==> config.mk <==
export PLATFORM = sky130hd
export DESIGN_NAME = hgcd_mul
export DESIGN_NICKNAME = d
export VERILOG_FILES = /design/src/sv/hgcd_mul.sv
export SDC_FILE = /design/constraint.sdc
export NUM_CORES = 2
export LEC_CHECK = 0
export BUFFER_PORTS_ARGS = -buffer_cell sky130_fd_sc_hd__buf_2
export CORE_MARGIN = 8
export CORE_UTILIZATION = 40
export DETAILED_ROUTE_END_ITERATION = 10
export GPL_TIMING_DRIVEN = 0
export PLACE_DENSITY = 0.57
export SLEW_MARGIN = 0
export SYNTH_ARGS = -nofsm -noshare
export SYNTH_HDL_FRONTEND = slang
export SYNTH_SLANG_ARGS = --single-unit
==> constraint.sdc <==
create_clock -name i_clk -period 6.9 [get_ports i_clk]
set_input_delay 1.38 -clock i_clk [delete_from_list [all_inputs] [get_ports i_clk]]
set_output_delay 1.38 -clock i_clk [all_outputs]
set_load 0.005 [all_outputs]
==> src/sv/hgcd_mul.sv <==
module hgcd_mul #(
    parameter int AW = 32,
    parameter int BW = 32,
    parameter int SH = 30,
    parameter int OW = 32
) (
    input  logic          i_clk,
    input  logic          i_en,
    input  logic [AW-1:0] i_a,
    input  logic [BW-1:0] i_b,
    output logic [OW-1:0] o_p
);

    localparam int HA = (AW + 1) / 2;
    localparam int HB = (BW + 1) / 2;
    localparam int PW = AW + BW;

    logic [HA+HB-1:0]           r_p00;
    logic [HA+BW-HB-1:0]        r_p01;
    logic [AW-HA+HB-1:0]        r_p10;
    logic [AW-HA+BW-HB-1:0]     r_p11;
    logic [PW-1:0]              n_sum;

    always_ff @(posedge i_clk) begin
        if (i_en) begin
            r_p00 <= i_a[HA-1:0] * i_b[HB-1:0];
            r_p01 <= i_a[HA-1:0] * i_b[BW-1:HB];
            r_p10 <= i_a[AW-1:HA] * i_b[HB-1:0];
            r_p11 <= i_a[AW-1:HA] * i_b[BW-1:HB];
        end
    end

    always_comb begin
        n_sum = PW'(r_p00) + (PW'(r_p01) << HB) + (PW'(r_p10) << HA)
              + (PW'(r_p11) << (HA + HB));
    end

    always_ff @(posedge i_clk) begin
        if (i_en) begin
            o_p <= n_sum[SH +: OW];
        end
    end

endmodule

### Word level (Yosys, flattened, before mapping)

Index checks and enable logic that the tools add are counted.

* add/subtract/negate cells: 3
* $mul: 4
* div/mod/pow operators: 0
* order comparisons: 0
* eq/ne operators: 0
* shifts and indexed selects: 0
* multiplexer cells: 0
* bitwise operators: 0
* reduce and logical (&&, ||, !) cells: 0

Operators with widths (number)
* $mul A16 B16 Y32: 3
* $add A50 B62 Y62: 1
* $add A49 B48 Y50: 1
* $add A32 B48 Y49: 1
* $mul A16 B16 Y30: 1

* bits in registers: 158
* latch bits: 0
* RAM bits: 0
* bits in read-only memories: 0
* input port bits: 66
* word-level logic and storage cells: 12
* memories: 0

### Logic depth before layout (Yosys ltp)

* word-level depth: 3
* mapped depth: 24
* gate-level depth less buffers: 22

### Worst setup path before layout

Ideal clock, no wire load.

* path type: input -> register
* from: in i_b[7]
* to: reg r_p10[28], data pin
* setup time: 0.272 ns
* data arrival time: 6.954 ns
* required time: 6.628 ns
* path slack: -0.326 ns
* stages on the path: 23
* path buffers: 1
* cells stage by stage: clkbuf_1 -> nand2_1 -> fa_1 -> inv_1 -> fa_1 -> inv_1 -> fa_1 -> inv_1 -> fa_1 -> fa_1 -> inv_1 -> fa_1 -> inv_1 -> ha_1 -> a22oi_1 -> nand2_1 -> a211oi_1 -> a21boi_1 -> o21ai_2 -> a31oi_2 -> o31ai_4 -> mux2i_1 -> or4_1

* word-level cells in the longest chain between the ends: 1

RTL lines
* from (decl): line 10 `input logic [BW-1:0] i_b,`
* $mul A16 B16 Y32: line 28 `r_p10 <= i_a[AW-1:HA] * i_b[HB-1:0];`
* to (signal assigned): line 28
* to (decl): line 20 `logic [AW-HA+HB-1:0] r_p10;`

Every way passes these cells.
A chain may end at the register's enable or synchronous reset.

### Final worst setup path

* from: in i_a[16]
* to: reg r_p10[28], data pin

* word-level cells in the longest chain between the ends: 1

RTL lines
* from (decl): line 9 `input logic [AW-1:0] i_a,`
* $mul A16 B16 Y32: line 28

Every way passes these cells.

==> impl_metrics.tcl <==
set metrics [dict create \
    cp_num_buf_inv 5 \
    firstDrtPassIters 7 \
    arrival_ns 7.10 \
    worstPathCellList "buf_2 > clkbuf_4 > nand2_1 > fa_1 > fa_1 > inv_1 > fa_1 > fa_1 > fa_1 > inv_1 > fa_1 > inv_2 > ha_4 > a22oi_2 > nand2_1 > a211oi_2 > a21boi_4 > o21ai_4 > a31oi_4 > o31ai_4 > mux2i_1 > or4_4" \
    synth_edf_count 142 \
    rows 114 \
    start_kind "primary input" \
    cp.required_ns 7.09 \
    synth-compound-area-share_pct 4.91 \
    end_kind "flip-flop" \
    nFillCells 9133 \
    core_um2 96900 \
    synth_adder_area_share_pct 55.1 \
    final-hold-violation-count 0 \
    synthMuxAreaShare_pct 0.0512 \
    clk_pin_slew_ns 0.07 \
    synth-xor-area-share_pct 2.96 \
    synth.avg_cell_area_um2 9.47 \
    r2r_slack_ns 3.11 \
    grt_pass1_vias 31416 \
    min_from "r_p11[29]" \
    cp_top_family "adder cells" \
    gp_congestion 0.923 \
    violations "negative setup slack" \
    fin_crit_ns 6.90 \
    cts_max_path_buffers 2 \
    hold_slack_ns 0.555 \
    clock_latency_ns 0.47 \
    synth-async-reset-ratio_pct 0 \
    hold_path.class "flip-flop to flip-flop" \
    seq_area_frac_synth_pct 10.9 \
    drive_gt1_share_pct 13.9 \
    fin_skew_ns 0.0179 \
    holdBufCountCts 0 \
    drtIter0Drc 2346 \
    finalNetCount 5674 \
    via_count 29551 \
    die_height_um 329 \
    grt_pass1_wl_um 191000 \
    syn_nets 5436 \
    die-area_um2 108000 \
    syn-instance-count 4131 \
    setup_violations 1 \
    r2r_start "r_p00[27]" \
    dieWidth_um 329 \
    cap_violations 0 \
    clock-sinks 142 \
    grt_use_total_pct 23.7 \
    routed_via_density 5.22 \
    critPathMaxFanout 10 \
    cts_max_level 4 \
    cts_root_buffer "clkbuf_16" \
    drt_wl_total_um 127000 \
    rsz0062_at_grt "true" \
    drv_slew 0 \
    ant_nets 0 \
    grt_max_degree 77 \
    yosys.area_share.simple_pct 15.6 \
    tightest_slew_ns 0.945 \
    ys_ff_latch 142 \
    layout_common_cells "inv_1, fa_1, nand2_1" \
    setup.worst_path.class "primary input to flip-flop" \
    wl_per_cell_um 22.4 \
    postSynth.topFlopCell "edfxtp_1" \
    overflow 0 \
    period_share_pct 100 \
    slowest_delay_ns 0.51 \
    numCtsBuffers 17 \
    slew_headroom_pct 36.7 \
    initial_core_util_pct 40.4 \
    drc 0 \
    antenna_found_initial 12 \
    cp-startpoint "i_a[16]" \
    cts_tree "yes" \
    yosysWarnings 0 \
    final_common_cell "inv_1" \
    status "complete, but fails checks" \
    cp_common_cell "fa_1" \
    area_delta_synth_final_pct 17.4 \
    io_pins 98 \
    fmax_mhz 145 \
    synth_top_family_by_area "adder cells" \
    syn-cell-area_um2 39100 \
    crit_slowest_cell "fa_1" \
    numPortBuffers 97 \
    synth_cell_types 67 \
    hpwl_um 102000 \
    setup_slack_ns -0.00390 \
]
-- registers in the layout (all words and copies together), names as in the netlist --
register	flops
o_p	32
r_p10	32
r_p00	16
r_p01	32
r_p11	30
-- metal layers --
metal / part of all wire (%) / GRT usage, % / up-vias
met5: 0.035 / 0 / -
met4: 4.6 / 10.0 / 2
met3: 8.2 / 4.70 / 225
met2: 46 / 38.4 / 1248
met1: 42 / 31.0 / 15131
li1: - / - / 12945
-- synth_stat cells (33+ instances only) --
| cell type | number | share of area, % |
|---|---|---|
| inv_1 | 894 | 8.6 |
| edfxtp_1 | 142 | 11 |
| fa_1 | 805 | 41 |
| nand2_1 | 600 | 5.8 |
| ha_1 | 434 | 14 |
| clkbuf_1 | 195 | 1.9 |
| a21oi_1 | 89 | 1.1 |
| and2_1 | 475 | 7.6 |
| nor2_1 | 54 | 0.52 |
| xnor2_1 | 99 | 2.2 |
| a21o_1 | 58 | 1.1 |
| xor2_1 | 33 | 0.74 |
-- metrics by stage --
stage                     TNS [ns]  cell area (um^2)  cells  util [%]  worst slack, ns
after CTS                        0             44200   5570      45.6          0.00159
final                     -0.00390             45900   5664      47.4         -0.00390
after global routing        -0.486             45900   5659      47.4           -0.114
after detailed placement    -61.99             41300   5505      42.7            -1.75
after floorplan            -0.0151             39200   4131         -          -0.0151
after global placement      -61.25             41300   5504      42.7            -1.74
-- worst register-to-register path, cell delays in order, from the launching register on --
cell,delay [ns]
edfxtp_1,0.41
fa_1,0.49
ha_1,0.31
a21o_1,0.16
a21oi_1,0.14
nor2b_1,0.08
o41ai_2,0.48
nand2_1,0.20
a31oi_1,0.71
o311ai_1,0.26
a21oi_1,0.23
xnor2_1,0.08
-- final cells by class --
class	instances	area (um^2)	share of cell area (%)
buffer	196	2600	5.67
clock inverter	13	131	0.286
sequential	142	4260	9.29
clock buffer	19	433	0.943
timing repair buffer	220	1710	3.72
inverter	894	3360	7.31
multi-input combinational	2898	31800	69.3
tap	1276	1600	3.48
antenna	6	15.0	0.0327
-- cells by family (layout without fill, tap and decap cells) --
| kind of cell | Yosys count | in the layout |
|---|---|---|
| AND/OR/NAND/NOR | 1241 | 1241 |
| adder cells (fa/ha/maj) | 1239 | 1239 |
| buffers and inverters | 1091 | 1342 |
| AO/OA/AOI/OAI | 284 | 284 |
| flip-flops | 142 | 142 |
| XOR/XNOR | 132 | 132 |
| multiplexers | 2 | 2 |
| other | 0 | 6 |
-- timing repair --
item	in CTS	in global routing
gates resized for setup	494	367
pin swaps	50	102
endpoints found under the setup margin	58	34
buffers inserted	34	85
gates cloned	0	3
-- final timing paths --
| check | endpoint | cells past startpoint |
|---|---|---|
| setup / recovery | r_p10[28] | 22 |
| hold / removal | o_p[31] | 1 |
| setup reg to reg | o_p[18] | 11 |
| hold reg to reg | o_p[31] | 1 |
Power is not shown: default switching activity piles up to over one toggle a cycle in this logic, so the estimate is an artifact.
